`src/hdl/tmps_pkg.sv`:
```
// Shared types and constants for the trapezoid motion position step unit.
// No dependencies; every other file in hdl/ imports this package.
package tmps_pkg;

  localparam int POS_W         = 24;
  localparam int DIST_W        = 23;
  localparam int TIME_W        = 20;
  localparam int TSUM_W        = TIME_W + 1;
  localparam int POS_FRAC_BITS = 8;
  localparam int NUDGE         = ((1 << POS_FRAC_BITS) + 5) / 10;
  localparam int INC_W         = 25;
  localparam int Q_W           = 48;
  localparam int NUM_W         = 88;
  localparam int DV_W          = 41;
  localparam int ROOT_W        = Q_W / 2;
  localparam int SREM_W        = ROOT_W + 2;
  localparam int FRONT_STAGES  = 4;

  localparam logic [INC_W-1:0] INC_SAT = INC_W'(1) << (INC_W - 1);

  localparam logic [1:0] REG_TOTAL_DISTANCE = 2'd0;
  localparam logic [1:0] REG_RAMP_TIME      = 2'd1;
  localparam logic [1:0] REG_CRUISE_TIME    = 2'd2;

  typedef enum logic [1:0] {
    MODE_PASS,
    MODE_UP,
    MODE_DOWN,
    MODE_CRUISE
  } mode_t;

  typedef struct packed {
    logic [DIST_W-1:0] distance;
    logic [TIME_W-1:0] ramp;
    logic [TIME_W-1:0] cruise;
  } cfg_t;

  typedef struct packed {
    logic signed [POS_W-1:0] x;
    logic [DIST_W-1:0]       s;
    mode_t                   mode;
  } ctx_t;

  typedef struct packed {
    ctx_t            ctx;
    logic            sat;
    logic [DV_W-1:0] rem;
    logic [Q_W-1:0]  w;
    logic [DV_W-1:0] dv;
  } div_in_t;

  typedef struct packed {
    ctx_t           ctx;
    logic           sat;
    logic [Q_W-1:0] q;
  } div_out_t;

  typedef struct packed {
    ctx_t              ctx;
    logic              sat;
    logic [INC_W-1:0]  cinc;
    logic [Q_W-1:0]    rad;
    logic [SREM_W-1:0] rem;
    logic [ROOT_W-1:0] root;
  } sq_t;

endpackage

```
`src/hdl/tmps_cfg_regs.sv`:
```
// APB-style configuration registers: total distance, ramp time, cruise time.
// Depends on tmps_pkg for the register indexes and the cfg_t bundle.
module tmps_cfg_regs import tmps_pkg::*; (
  input  logic        clk,
  input  logic        rst_n,
  input  logic        psel,
  input  logic        penable,
  input  logic        pwrite,
  input  logic [3:0]  paddr,
  input  logic [31:0] pwdata,
  output logic [31:0] prdata,
  output logic        pready,
  output cfg_t        cfg
);

  cfg_t cfg_r;
  logic wr_en;

  assign pready = 1'b1;
  assign wr_en  = psel & penable & pwrite;
  assign cfg    = cfg_r;

  always_ff @(posedge clk) begin
    if (!rst_n) begin
      cfg_r.distance <= '0;
      cfg_r.ramp     <= TIME_W'(65536);
      cfg_r.cruise   <= TIME_W'(65536);
    end else if (wr_en) begin
      unique case (paddr[3:2])
        REG_TOTAL_DISTANCE: cfg_r.distance <= pwdata[DIST_W-1:0];
        REG_RAMP_TIME:      cfg_r.ramp     <= pwdata[TIME_W-1:0];
        REG_CRUISE_TIME:    cfg_r.cruise   <= pwdata[TIME_W-1:0];
        default: ;
      endcase
    end
  end

  always_comb begin
    unique case (paddr[3:2])
      REG_TOTAL_DISTANCE: prdata = 32'(cfg_r.distance);
      REG_RAMP_TIME:      prdata = 32'(cfg_r.ramp);
      REG_CRUISE_TIME:    prdata = 32'(cfg_r.cruise);
      default:            prdata = '0;
    endcase
  end

endmodule

```
`config.mk`:
```
export PLATFORM = sky130hd
export DESIGN_NAME = tmps_cfg_regs
export DESIGN_NICKNAME = d
export VERILOG_FILES = /design/src/hdl/tmps_pkg.sv /design/src/hdl/tmps_cfg_regs.sv
export SDC_FILE = /design/constraint.sdc
export NUM_CORES = 1
export LEC_CHECK = 0
export BUFFER_PORTS_ARGS = -buffer_cell sky130_fd_sc_hd__buf_4
export CORE_MARGIN = 2
export CORE_UTILIZATION = 46
export DETAILED_ROUTE_END_ITERATION = 12
export PLACE_DENSITY = 0.91
export SLEW_MARGIN = 20
export SYNTH_ARGS = -nofsm -noshare
export SYNTH_HDL_FRONTEND = slang
export SYNTH_SLANG_ARGS = --single-unit
export TNS_END_PERCENT = 100
```
`constraint.sdc`:
```
create_clock -name clk -period 1.45 [get_ports clk]
set_clock_uncertainty 0.05 [all_clocks]
set_input_delay 0.0725 -clock clk [delete_from_list [all_inputs] [get_ports clk]]
set_output_delay 0.0725 -clock clk [all_outputs]
set_load 0.01 [all_outputs]
```
Word-level counts from Yosys, hierarchy flattened:

Cells that the tools add are included.

* RAM bits: 0
* bits in read-only memories: 0
* bits in latches: 0
* flip-flop bits (word level): 63
* logic and storage cells: 12
* output and inout bits: 96
* memories: 0
* input port bits: 41

* equal/unequal tests: 2
* $lt $le $gt $ge: 0
* $add $sub $neg: 0
* div/mod/pow operators: 0
* muxes and demuxes: 1
* $mul: 0
* bitwise operators: 2
* reduce and logical (&&, ||, !) cells: 4
* shift-type cells: 0

Operators by type and width (number)
* $pmux W23 S3: 1
* $reduce_and A2 Y1: 3
* $and A1 B1 Y1: 2
* $eq A2 B1 Y1 const B: 1
* $eq A2 B2 Y1 const B: 1
* $logic_not A2 Y1: 1

Logic depth before layout (Yosys ltp):

* word-level depth: 3
* gate-level depth with buffers: 5
* mapped depth without buffers: 3

Least setup slack after synthesis:

OpenSTA, ideal clock, no wires.

* path type: input port to flip-flop
* from: in paddr[3]
* to: reg cfg_r, in the netlist cfg[40]
* setup slack: 0.367 ns
* stages: 5
* arrival time: 0.914 ns
* buffers on the path: 3
* data required time: 1.280 ns
* setup time: 0.120 ns
* cells stage by stage: buf_6 > or3_1 > buf_6 > buf_6 > mux2i_1

* longest elaborated chain between the ends: 2

RTL lines
* start: declaration: line tmps_cfg_regs.sv:9 `input logic [3:0] paddr,`
* $logic_not A2 Y1: line tmps_cfg_regs.sv:29 `unique case (paddr[3:2])`
* $reduce_and A2 Y1 (no line)
* end: declaration: line tmps_cfg_regs.sv:16 `cfg_t cfg_r;`

Every way passes these cells.
A chain may end at the register's enable or synchronous reset.

Worst setup path in the final report:

* from: reg cfg_r, in the netlist cfg[10]
* to: out prdata[10]

* longest elaborated chain between the ends: 1

RTL lines
* $pmux W23 S3: line tmps_cfg_regs.sv:39 `unique case (paddr[3:2])`
* end: declaration: line tmps_cfg_regs.sv:11 `output logic [31:0] prdata,`

Every way passes these cells.

==> run summary <==
Outcome: complete, no violations
# nets final: 492
R2R Path Start: cfg[40]
Max FFs per register: 63
Hold Path Stages: 3
CTS tree: yes
Postcts setup bufs: 0
Sink Count: 63
FF-to-FF path depth: 2
Synth Flop Type: dfxtp_1
Initial core utilization: 47.9%
Residual DRC: 0
Post-synth EDFFs: 0
Most frequent cells in the layout: 126 x buf_4, 104 x nand2_1, 83 x mux2i_1
Area Growth Syn to Fin: 46.7%
DRT iter0 DRCs: 83
Worst Setup SP: cfg[10]
Die Y: 83.0 microns
Vias: 2680
Core ar.: 5990 sq um
Ys async rst share: 0%
RSZ-0062 raised after global routing: false
Layout cell share with drive strength beyond 1: 31.8%
FF+latch count, synth: 63
GRT Residual Overflow: 0
Number of routed nets with antenna violations: 0
Post-DP Area: 3790 sq um
Setup TNS: 0 ns
Max Freq: 783 MHz
Max Root-Sink Buffers: 2
Crit path capture type: output port
Leak: 0.00199 uW
Hold Buf Count CTS: 20
Most common cell after layout, fill and taps aside: buf_4
Multi-input logic area: 1450 sq um
GRT Util Overall: 23.4%
Capture point of the worst reg-to-reg path: cfg[40]
Post-synthesis cell area: 2870 sq um
Ys Warns: 0
Diodes inserted: 0
Final Instance Area: 4210 sq um
CP Launch Type: flip-flop
Slew Limit Fails: 0
Hold Path Origin: pwdata[6]
Max_cap viols: 0
Pre-antenna DRT Iters: 5
CTS buffer count: 9
Ports: 137
Max FO, Critical Path: 3
Post-Place Cells: 495
Min Tclk post-route: 1.28 ns
Hold Path Sink: cfg[26]
Port bufs: 115
Via density: 5.05
Vias in the first global route: 2782
Crit path required time: 1.33 ns
Post-Syn Instances: 318
VDD IR-drop max: 634 uV
First-pass GRT wire length: 13100 microns
HP Class: primary input to flip-flop
Register area: 1260 sq um
# rows: 28
Wire length per cell: 15.4 microns
Die Area: 6890 sq um
Setup-failing EPs final: 0
Initial antenna violation count: 0
Post-CTS Resized: 0
Distinct cells, synth: 15
Post-detail-place hpwl: 5350 microns
Fillers: 459
Post-Layout Cell Count: 531
Fin crit share: 88.0%
CTS H-tree depth: 3
GP Congestion: 0.748
WS Path Type: flip-flop to output port
Root buffer cell: clkbuf_8
Critical path arrival: 1.15 ns
Overall die width: 83.0 microns
Overall Power: 3860 uW
Largest net degree at the start of global routing: 88
CTS clk-pin slew, worst paths: 0.07 ns
Reg2reg setup slack: 0.69 ns
Sequential cell area fraction in the yosys report: 43.9%
Fin. Hold Viols: 0
Average cell area after synthesis: 9.03 sq um
PD cells: 917 nW/um^2
Clock Latency Late Sink: 0.33 ns
Routed wire length: 8200 microns
==> cell families (layout without fill, tap and decap cells) <==
family          after synthesis  in the layout  synth area share [%]
simple gates                116            116                  16.2
buf+inv                      34            164                  7.19
flops                        63             63                  43.9
mux                          83             83                  28.9
other cells                   2             10                 0.262
compound gates               20             20                  3.49
==> per-layer routing <==
metal  track usage, %  up-vias  part of all wire (%)
met4             6.26        0                  0.93
met5                0        -                     0
met1             25.2     1269                    41
li1                 -     1294                     -
met2             43.4      107                    52
met3             8.05       10                   6.2
==> worst max-delay path, stage by stage (launching register included) <==
cell and delay, ns:
dfxtp_1 0.35, mux2i_1 0.08, o21ai_0 0.23, buf_4 0.17
==> worst max-delay path by stage <==
stage / to / cells past startpoint / slack (ns)
after floorplan: cfg[40] / 5 / 0.37
after global placement: prdata[16] / 7 / 0.23
after detailed placement: prdata[6] / 7 / 0.20
after CTS: prdata[10] / 3 / 0.15
after global routing: prdata[19] / 3 / 0.05
final: prdata[10] / 3 / 0.17
==> where the power goes <==
part	internal [uW]	total, uW	switching [uW]
Sequential	1750	1770	19.2
Combinational	191	387	196
Clock	1060	1700	641
==> metrics by stage <==
stage               util, %  worst slack [ns]  hold WS, ns
floorplan                 -             0.367        0.161
global placement       63.2             0.231        0.278
detailed placement     63.2             0.203        0.285
CTS                    70.3             0.150      0.00206
global route           70.3            0.0495       0.0117
finish                 70.3             0.174      0.00971
==> synth_stat cells, types with 2 or more instances <==
| cell type | n | area [sq um] |
|---|---|---|
| nand2_1 | 104 | 390 |
| mux2i_1 | 83 | 831 |
| dfxtp_1 | 63 | 1260 |
| o21ai_0 | 20 | 100 |
| clkbuf_1 | 11 | 41.3 |
| buf_4 | 10 | 75.1 |
| buf_2 | 9 | 45.0 |
| buf_6 | 4 | 45.0 |
| nor2b_1 | 4 | 25.0 |
| and2_1 | 3 | 18.8 |
| conb_1 | 2 | 7.51 |
| nor3b_1 | 2 | 15.0 |
==> area by class of cell <==
type	count	share of cell area [%]
multi-input cells	229	34.3
clock buffers	13	3.77
flip-flops and latches	63	30.0
clock inverters	3	1.55
repair buffers	148	28.2
well taps	75	2.23
Power figures use the tool's default switching activity.
