==> src/hdl/tmps_pkg.sv <==
// Shared types and constants for the trapezoid motion position step unit.
// No dependencies; every other file in hdl/ imports this package.
package tmps_pkg;

  localparam int POS_W         = 24;
  localparam int DIST_W        = 23;
  localparam int TIME_W        = 20;
  localparam int TSUM_W        = TIME_W + 1;
  localparam int POS_FRAC_BITS = 8;
  localparam int NUDGE         = ((1 << POS_FRAC_BITS) + 5) / 10;
  localparam int INC_W         = 25;
  localparam int Q_W           = 48;
  localparam int NUM_W         = 88;
  localparam int DV_W          = 41;
  localparam int ROOT_W        = Q_W / 2;
  localparam int SREM_W        = ROOT_W + 2;
  localparam int FRONT_STAGES  = 4;

  localparam logic [INC_W-1:0] INC_SAT = INC_W'(1) << (INC_W - 1);

  localparam logic [1:0] REG_TOTAL_DISTANCE = 2'd0;
  localparam logic [1:0] REG_RAMP_TIME      = 2'd1;
  localparam logic [1:0] REG_CRUISE_TIME    = 2'd2;

  typedef enum logic [1:0] {
    MODE_PASS,
    MODE_UP,
    MODE_DOWN,
    MODE_CRUISE
  } mode_t;

  typedef struct packed {
    logic [DIST_W-1:0] distance;
    logic [TIME_W-1:0] ramp;
    logic [TIME_W-1:0] cruise;
  } cfg_t;

  typedef struct packed {
    logic signed [POS_W-1:0] x;
    logic [DIST_W-1:0]       s;
    mode_t                   mode;
  } ctx_t;

  typedef struct packed {
    ctx_t            ctx;
    logic            sat;
    logic [DV_W-1:0] rem;
    logic [Q_W-1:0]  w;
    logic [DV_W-1:0] dv;
  } div_in_t;

  typedef struct packed {
    ctx_t           ctx;
    logic           sat;
    logic [Q_W-1:0] q;
  } div_out_t;

  typedef struct packed {
    ctx_t              ctx;
    logic              sat;
    logic [INC_W-1:0]  cinc;
    logic [Q_W-1:0]    rad;
    logic [SREM_W-1:0] rem;
    logic [ROOT_W-1:0] root;
  } sq_t;

endpackage

==> src/hdl/tmps_sqrt.sv <==
// Integer square root, one root bit per stage, then add, clamp and output word.
// Depends on tmps_pkg for div_out_t and sq_t.
module tmps_sqrt import tmps_pkg::*; (
  input  logic              clk,
  input  logic              rst_n,
  input  logic              en,
  input  logic              vld_i,
  input  div_out_t          dat_i,
  output logic              vld_o,
  output logic [DIST_W-1:0] pos_o
);

  logic [ROOT_W-1:0] v_r;
  sq_t               st_r   [ROOT_W];
  sq_t               src    [ROOT_W];
  sq_t               st_nxt [ROOT_W];
  logic [SREM_W+1:0] sh     [ROOT_W];
  logic [SREM_W+1:0] trial  [ROOT_W];
  logic              ge     [ROOT_W];

  always_comb begin
    src[0].ctx  = dat_i.ctx;
    src[0].sat  = dat_i.sat;
    // Cruise increment; anything of 2^24 or more reaches the clamp anyway.
    src[0].cinc = (dat_i.sat || (dat_i.q[Q_W-1:ROOT_W] != '0)) ? INC_SAT
                                                              : {1'b0, dat_i.q[ROOT_W-1:0]};
    src[0].rad  = dat_i.q;
    src[0].rem  = '0;
    src[0].root = '0;
    for (int k = 1; k < ROOT_W; k++) begin
      src[k] = st_r[k-1];
    end
    for (int k = 0; k < ROOT_W; k++) begin
      sh[k]          = {src[k].rem, src[k].rad[Q_W-1:Q_W-2]};
      trial[k]       = {2'b00, src[k].root, 2'b01};
      ge[k]          = sh[k] >= trial[k];
      st_nxt[k]      = src[k];
      st_nxt[k].rem  = ge[k] ? SREM_W'(sh[k] - trial[k]) : sh[k][SREM_W-1:0];
      st_nxt[k].root = {src[k].root[ROOT_W-2:0], ge[k]};
      st_nxt[k].rad  = {src[k].rad[Q_W-3:0], 2'b00};
    end
  end

  always_ff @(posedge clk) begin
    if (en) begin
      for (int k = 0; k < ROOT_W; k++) begin
        st_r[k] <= st_nxt[k];
      end
    end
  end

  // Final add and clamp to 0..S.
  sq_t                     last;
  logic [INC_W-1:0]        inc;
  logic signed [POS_W+2:0] sum;
  logic [DIST_W-1:0]       pos_nxt;
  logic [DIST_W-1:0]       pos_r;
  logic                    out_v_r;

  always_comb begin
    last = st_r[ROOT_W-1];
    case (last.ctx.mode) inside
      MODE_PASS:             inc = '0;
      MODE_UP, MODE_DOWN:    inc = last.sat ? INC_SAT : {1'b0, last.root};
      default:               inc = last.cinc;
    endcase
    sum = $signed({{3{last.ctx.x[POS_W-1]}}, last.ctx.x}) + $signed({2'b00, inc});
    if (sum[POS_W+2]) begin
      pos_nxt = '0;
    end else if (sum > $signed({4'b0000, last.ctx.s})) begin
      pos_nxt = last.ctx.s;
    end else begin
      pos_nxt = sum[DIST_W-1:0];
    end
  end

  always_ff @(posedge clk) begin
    if (en) begin
      pos_r <= pos_nxt;
    end
  end

  always_ff @(posedge clk) begin
    if (!rst_n) begin
      v_r     <= '0;
      out_v_r <= 1'b0;
    end else if (en) begin
      v_r     <= {v_r[ROOT_W-2:0], vld_i};
      out_v_r <= v_r[ROOT_W-1];
    end
  end

  assign vld_o = out_v_r;
  assign pos_o = pos_r;

  // A floor square root leaves a remainder of at most twice the root.
  a_root_is_floor: assert property (@(posedge clk) disable iff (!rst_n)
    v_r[ROOT_W-1] |-> (st_r[ROOT_W-1].rem <= {1'b0, st_r[ROOT_W-1].root, 1'b0}))
    else $error("square root remainder out of range");

endmodule

==> config.mk <==
export PLATFORM = sky130hd
export DESIGN_NAME = tmps_sqrt
export DESIGN_NICKNAME = d
export VERILOG_FILES = /design/src/hdl/tmps_pkg.sv /design/src/hdl/tmps_sqrt.sv
export SDC_FILE = /design/constraint.sdc
export NUM_CORES = 2
export LEC_CHECK = 0
export BUFFER_PORTS_ARGS = -buffer_cell sky130_fd_sc_hd__clkbuf_2
export CORE_ASPECT_RATIO = 0.9
export CORE_MARGIN = 3
export CORE_UTILIZATION = 45
export CTS_CLUSTER_SIZE = 28
export DETAILED_ROUTE_END_ITERATION = 16
export HOLD_SLACK_MARGIN = 0.12
export MAX_ROUTING_LAYER = met4
export SLEW_MARGIN = 5
export SYNTH_ARGS = -nofsm -noshare
export SYNTH_HDL_FRONTEND = slang
export SYNTH_MEMORY_MAX_BITS = 65536
export SYNTH_SLANG_ARGS = --single-unit
==> constraint.sdc <==
create_clock -name clk -period 6.5 [get_ports clk]
set_clock_uncertainty 0.1 [all_clocks]
set_input_delay 0.325 -clock clk [delete_from_list [all_inputs] [get_ports clk]]
set_output_delay 0.325 -clock clk [all_outputs]
set_load 0.03 [all_outputs]
### Word-level counts from Yosys, hierarchy flattened

Memories as Yosys holds them, arrays and structs flattened.
Index checks and enable logic that the tools add are counted.

* input port bits: 102
* logic and storage cells: 91
* memories kept: 1
* flip-flop bits (word level): 48
* bits in writable memories: 4104

Memories
* st_r: words 24, width 171, rd ports 24, clocked after memory_dff 0, write ports 24, RTL line tmps_sqrt.sv:14 `sq_t st_r [ROOT_W];`

* $lt $le $gt $ge: 25
* mux-type cells: 31
* reductions and logical operators: 4
* add/subtract/negate cells: 25
* eq/ne operators: 2

Operators with widths (count)
* >= comparator 28 x 26 -> 1 bit: 23
* two-way mux 26 bit: 24
* subtractor 26 bit: 23
* two-way mux 25 bit: 4
* adder 24 x 26 -> 27 bit: 1
* greater-than comparator 27 x 24 -> 1 bit: 1
* nonzero test 24 bit: 1
* two-way mux 23 bit: 1
* subtractor 2 x 1 -> 3 bit (second input constant): 1
* equality test 2 x 1 -> 1 bit (second input constant): 1
* equality test 2 bit (second input constant): 1
* >= comparator 2 x 1 -> 1 bit (second input constant): 1
* zero test 2 bit: 1
* two-way mux 1 bit: 2
* OR reduction 2 bit: 1
* logical OR 1 bit: 1

### Depth between registers and ports, before layout

An unclocked memory read counts as a cell.

* word-level depth: 8
* gate-level depth with buffers: 27

### Worst setup path after synthesis

OpenSTA, ideal clock, no wires.

* path type: flip-flop to flip-flop
* from: mem st_r[2][1319] (netlist bit)
* to: reg pos_r[20] (netlist: pos_o[20]), data pin
* buffers on the path: 3
* path slack: 0.655 ns
* data required time: 6.134 ns
* arrival time: 5.479 ns
* cell stages (with the launch flop): 28
* cell sequence: edfxtp_1 inv_1 ha_1 nor2b_1 clkbuf_1 clkbuf_1 a21oi_1 nor2_1 ha_1 fa_1 a211oi_1 nor4_1 o21ai_0 nand2_1 o41ai_1 o21ai_0 xor2_1 ha_1 nand4_1 nor3_1 a221oi_1 o211ai_1 nand2_1 o31ai_1 nor3_1 buf_2 mux2i_1 nor2_1

RTL lines
* start, declared: RTL line tmps_sqrt.sv:14
* end signal, assigned: RTL line tmps_sqrt.sv:79 `pos_r <= pos_nxt;`
* end, declared: RTL line tmps_sqrt.sv:57 `logic [DIST_W-1:0] pos_r;`

==> metrics.csv <==
stage,metric,value,unit
floorplanning,die_area,0.280,sq mm
global_route,grt_usage,0.142,
yosys,synth_top_family_by_area,simple AND/OR/NAND/NOR gates,
yosys,synth-simple-area-share,0.0594,
layout,syn_to_final_growth,14.5,%
sta,finalSetupTns,0,ns
floorplanning,initial_core_util,0.454,
worst_setup_path,worstSetupStartpointType,flip-flop,
detailed_routing,drt_iter0_markers,4325,
global_route,grt_pass1_wl,312000,um
yosys,synth_xor_area_frac,0.0344,
sta,tightest_slew,1.23,ns
detailed_routing,drc,0,
layout,fin_nets,8305,
global_route,antenna_found_initial,10,
layout,drive_gt1_frac,0.0882,
yosys,ys_seq_area_frac,0.794,
floorplanning,die_h,502,um
clock_tree,path_clk_slew,0.06,ns
worst_setup_path,slowest_stage,nor4_1,
sta,timing.final.ws_setup,0.559,ns
detailed_routing,first_pass_iters,5,
sta,slew_violations,0,
job,drv_cap,0,
floorplanning,rows,181,
layout,final_core_util,0.520,
pwr,p_int,37.7,mW
yosys,yosys_register_bits,3263,
pwr,comb_power_share,0.095,
clock_tree,clockBufferDepth,4,
pwr,power_density,347,mW/mm^2
worst_hold_path,hp-class,input pin to flip-flop,
yosys,synthesis.nets,7684,
worst_setup_path,crit_path_max_fanout,25,
detailed_routing,ant_nets,0,
worst_setup_path,critical_path_arrival,6.40,ns
status,outcome,"finished, final reports clean",
worst_setup_path,cp_num_cells,27,
placed_design,portBuffers,125,
yosys,netlist_top_cells_count,"edfxtp_1, inv_1, ha_1, nand2_1, nor2_1",
worst_setup_path,r2r_end,pos_o[13],
detailed_routing,vias,58300,
pwr,leakage,50.8,nW
global_route,grt_max_degree,200,
yosys,yosysMostFrequentCell,edfxtp_1,
placed_design,place_congestion,0.885,
sta,min_period_over_period,0.914,
detailed_routing,vias_per_cell,5.00,
yosys,synth_top_area_frac,0.790,
clock_tree,cts_tree,done,
placed_design,dp_slack,0.478,ns
detailed_routing,wl_per_cell,16.8,um
yosys,synthAdderAreaFrac,0.0384,
yosys,synth_area_leader_cell,edfxtp_1,
sta,relSlewSlack,0.180,
sta,setup_violations,0,
pwr,p_switching,11.1,mW
yosys,async_flop_share,0,
yosys,synth.area.mux_share,0.00754,
worst_setup_path,critPathTopFamily,simple AND/OR/NAND/NOR gates,
yosys,synth_cell_types,78,
pwr,seqPwrFrac,0.535,
yosys,syn-instance-count,7205,
pwr,switching_share,0.228,
yosys,ys_warn_count,0,
clock_tree,cts_sinks,3263,
worst_setup_path,reg2reg_depth,27,
detailed_routing,routed_wirelength,196000,um
sta,fmax,168,MHz
yosys,synth_area_leaders,"edfxtp_1, ha_1, xnor2_1",
worst_setup_path,crit_end,pos_o[13],
clock_tree,postCtsSetupBuffers,0,
worst_setup_path,worst-path-buf-inv,5,
yosys,avgSynthCellArea,17.1,sq um
yosys,synth_area,0.123,sq mm
yosys,synth_edf_count,3238,
pwr,power_frac_clock,0.370,
global_route,grt_overflow,0,
global_route,grt_pass1_vias,57800,
clock_tree,cts_root_buf,clkbuf_16,
sta,rsz0062_at_grt,false,
worst_setup_path,r2r_setup_slack,0.56,ns
floorplanning,die_w,557,um
worst_setup_path,cpPeakStageDelay,0.60,ns
floorplanning,io_pins,126,
pwr,vdd_drop_max,251,uV
clock_tree,clock_latency,0.86,ns
yosys,synth_ff_type,edfxtp_1,
sta,hold_violations,0,
worst_setup_path,startpoint,st_r[2][1320],
floorplanning,core-area,0.271,sq mm
clock_tree,numCtsBuffers,334,
worst_setup_path,r2r-start,st_r[2][1320],
worst_setup_path,cp.required,6.96,ns
placed_design,dp_hpwl,126000,um
sta,fin_crit,5.94,ns
clock_tree,htree_levels,5,
yosys,synth_compound_area_frac,0.0498,
worst_setup_path,cp-end-kind,flip-flop,
worst_setup_path,worstSetupPathType,flip-flop to flip-flop,
-- flip-flops by register name, summed over array words and instances (netlist names) --
register and flops:
pos_o 23, st_r 3215, vld_o 1, v_r 24
-- area by class of cell --
type / count / area [sq um]
inverters: 438 / 1640
repair buffers: 372 / 3200
multi-input cells: 3417 / 23400
diodes: 6 / 15.0
fillers: 21500 / 130000
well taps: 3568 / 4460
flip-flops and latches: 3263 / 97700
clock buffers: 398 / 8600
clock inverters: 195 / 1800
-- cells in the final DEF (no fill, tap or decap), types with 133 or more instances in the layout --
cell / synthesis / layout
edfxtp_1: 3238 / 3238
dlygate4sd3_1: 0 / 192
clkbuf_16: 0 / 334
inv_1: 437 / 437
nor3_1: 136 / 133
nand2_1: 372 / 372
xor2_1: 241 / 241
a21oi_1: 319 / 317
ha_1: 376 / 376
nor2_1: 323 / 322
o21ai_0: 288 / 288
xnor2_1: 243 / 243
-- logic make-up after synthesis --
family	count (synthesis)
buffers and inverters	525
DFF	3263
muxes	89
xor gates and xnor gates	484
AOI/OAI and AO/OA	1006
and+or+nand+nor	1460
other	1
adders and majority gates	377
-- worst min-delay path by stage --
stage / from / endpoint / slack [ns] / cells after the start
4_1_cts: dat_i[0] / st_r[0][96] / 0.13 / 3
5_1_grt: dat_i[5] / st_r[0][55] / 0.15 / 2
3_3_place_gp: st_r[0][314] / st_r[0][485] / 0.30 / 0
2_1_floorplan: st_r[0][829] / st_r[0][1000] / 0.30 / 0
6_report: dat_i[5] / st_r[0][55] / 0.18 / 2
3_5_place_dp: st_r[0][934] / st_r[0][1107] / 0.30 / 0
-- power groups by stage --
| stage | logic (mW) | clock network (mW) | registers (mW) |
|---|---|---|---|
| finish | 4.63 | 18.1 | 26.1 |
| global route | 5.21 | 19.6 | 26.3 |
| CTS | 4.64 | 18.8 | 26.1 |
| detailed placement | 4.52 | 0 | 26.6 |
| global placement | 4.39 | 0 | 26.5 |
| floorplan | 3.18 | 0 | 26.2 |
-- routing by layer --
| metal | wire, um | global-route usage | vias to the layer above | share of wire |
|---|---|---|---|---|
| met3 | 7490 | 0.0212 | 465 | 0.038 |
| met5 | 0 | - | - | 0 |
| met1 | 89000 | 0.190 | 28200 | 0.45 |
| met2 | 92700 | 0.223 | 1104 | 0.47 |
| met4 | 7040 | 0.0528 | 0 | 0.036 |
| li1 | - | - | 28600 | - |
-- stage by stage --
stage | area (sq um) | hold WS (ns) | power, mW | instances
floorplan | 123000 | 0.300 | 29.4 | 7205
global placement | 129000 | 0.300 | 30.9 | 10900
detailed placement | 129000 | 0.305 | 31.1 | 10900
CTS | 141000 | 0.133 | 49.5 | 11700
global route | 141000 | 0.148 | 51.1 | 11700
finish | 141000 | 0.184 | 48.8 | 11700
-- timing repair --
action                                  CTS  global route
endpoints found under the hold margin   388             0
hold buffers                            192             0
gates resized for setup                   0             1
endpoints found under the setup margin    0            12
No activity file was read; power rests on OpenSTA's default activity.
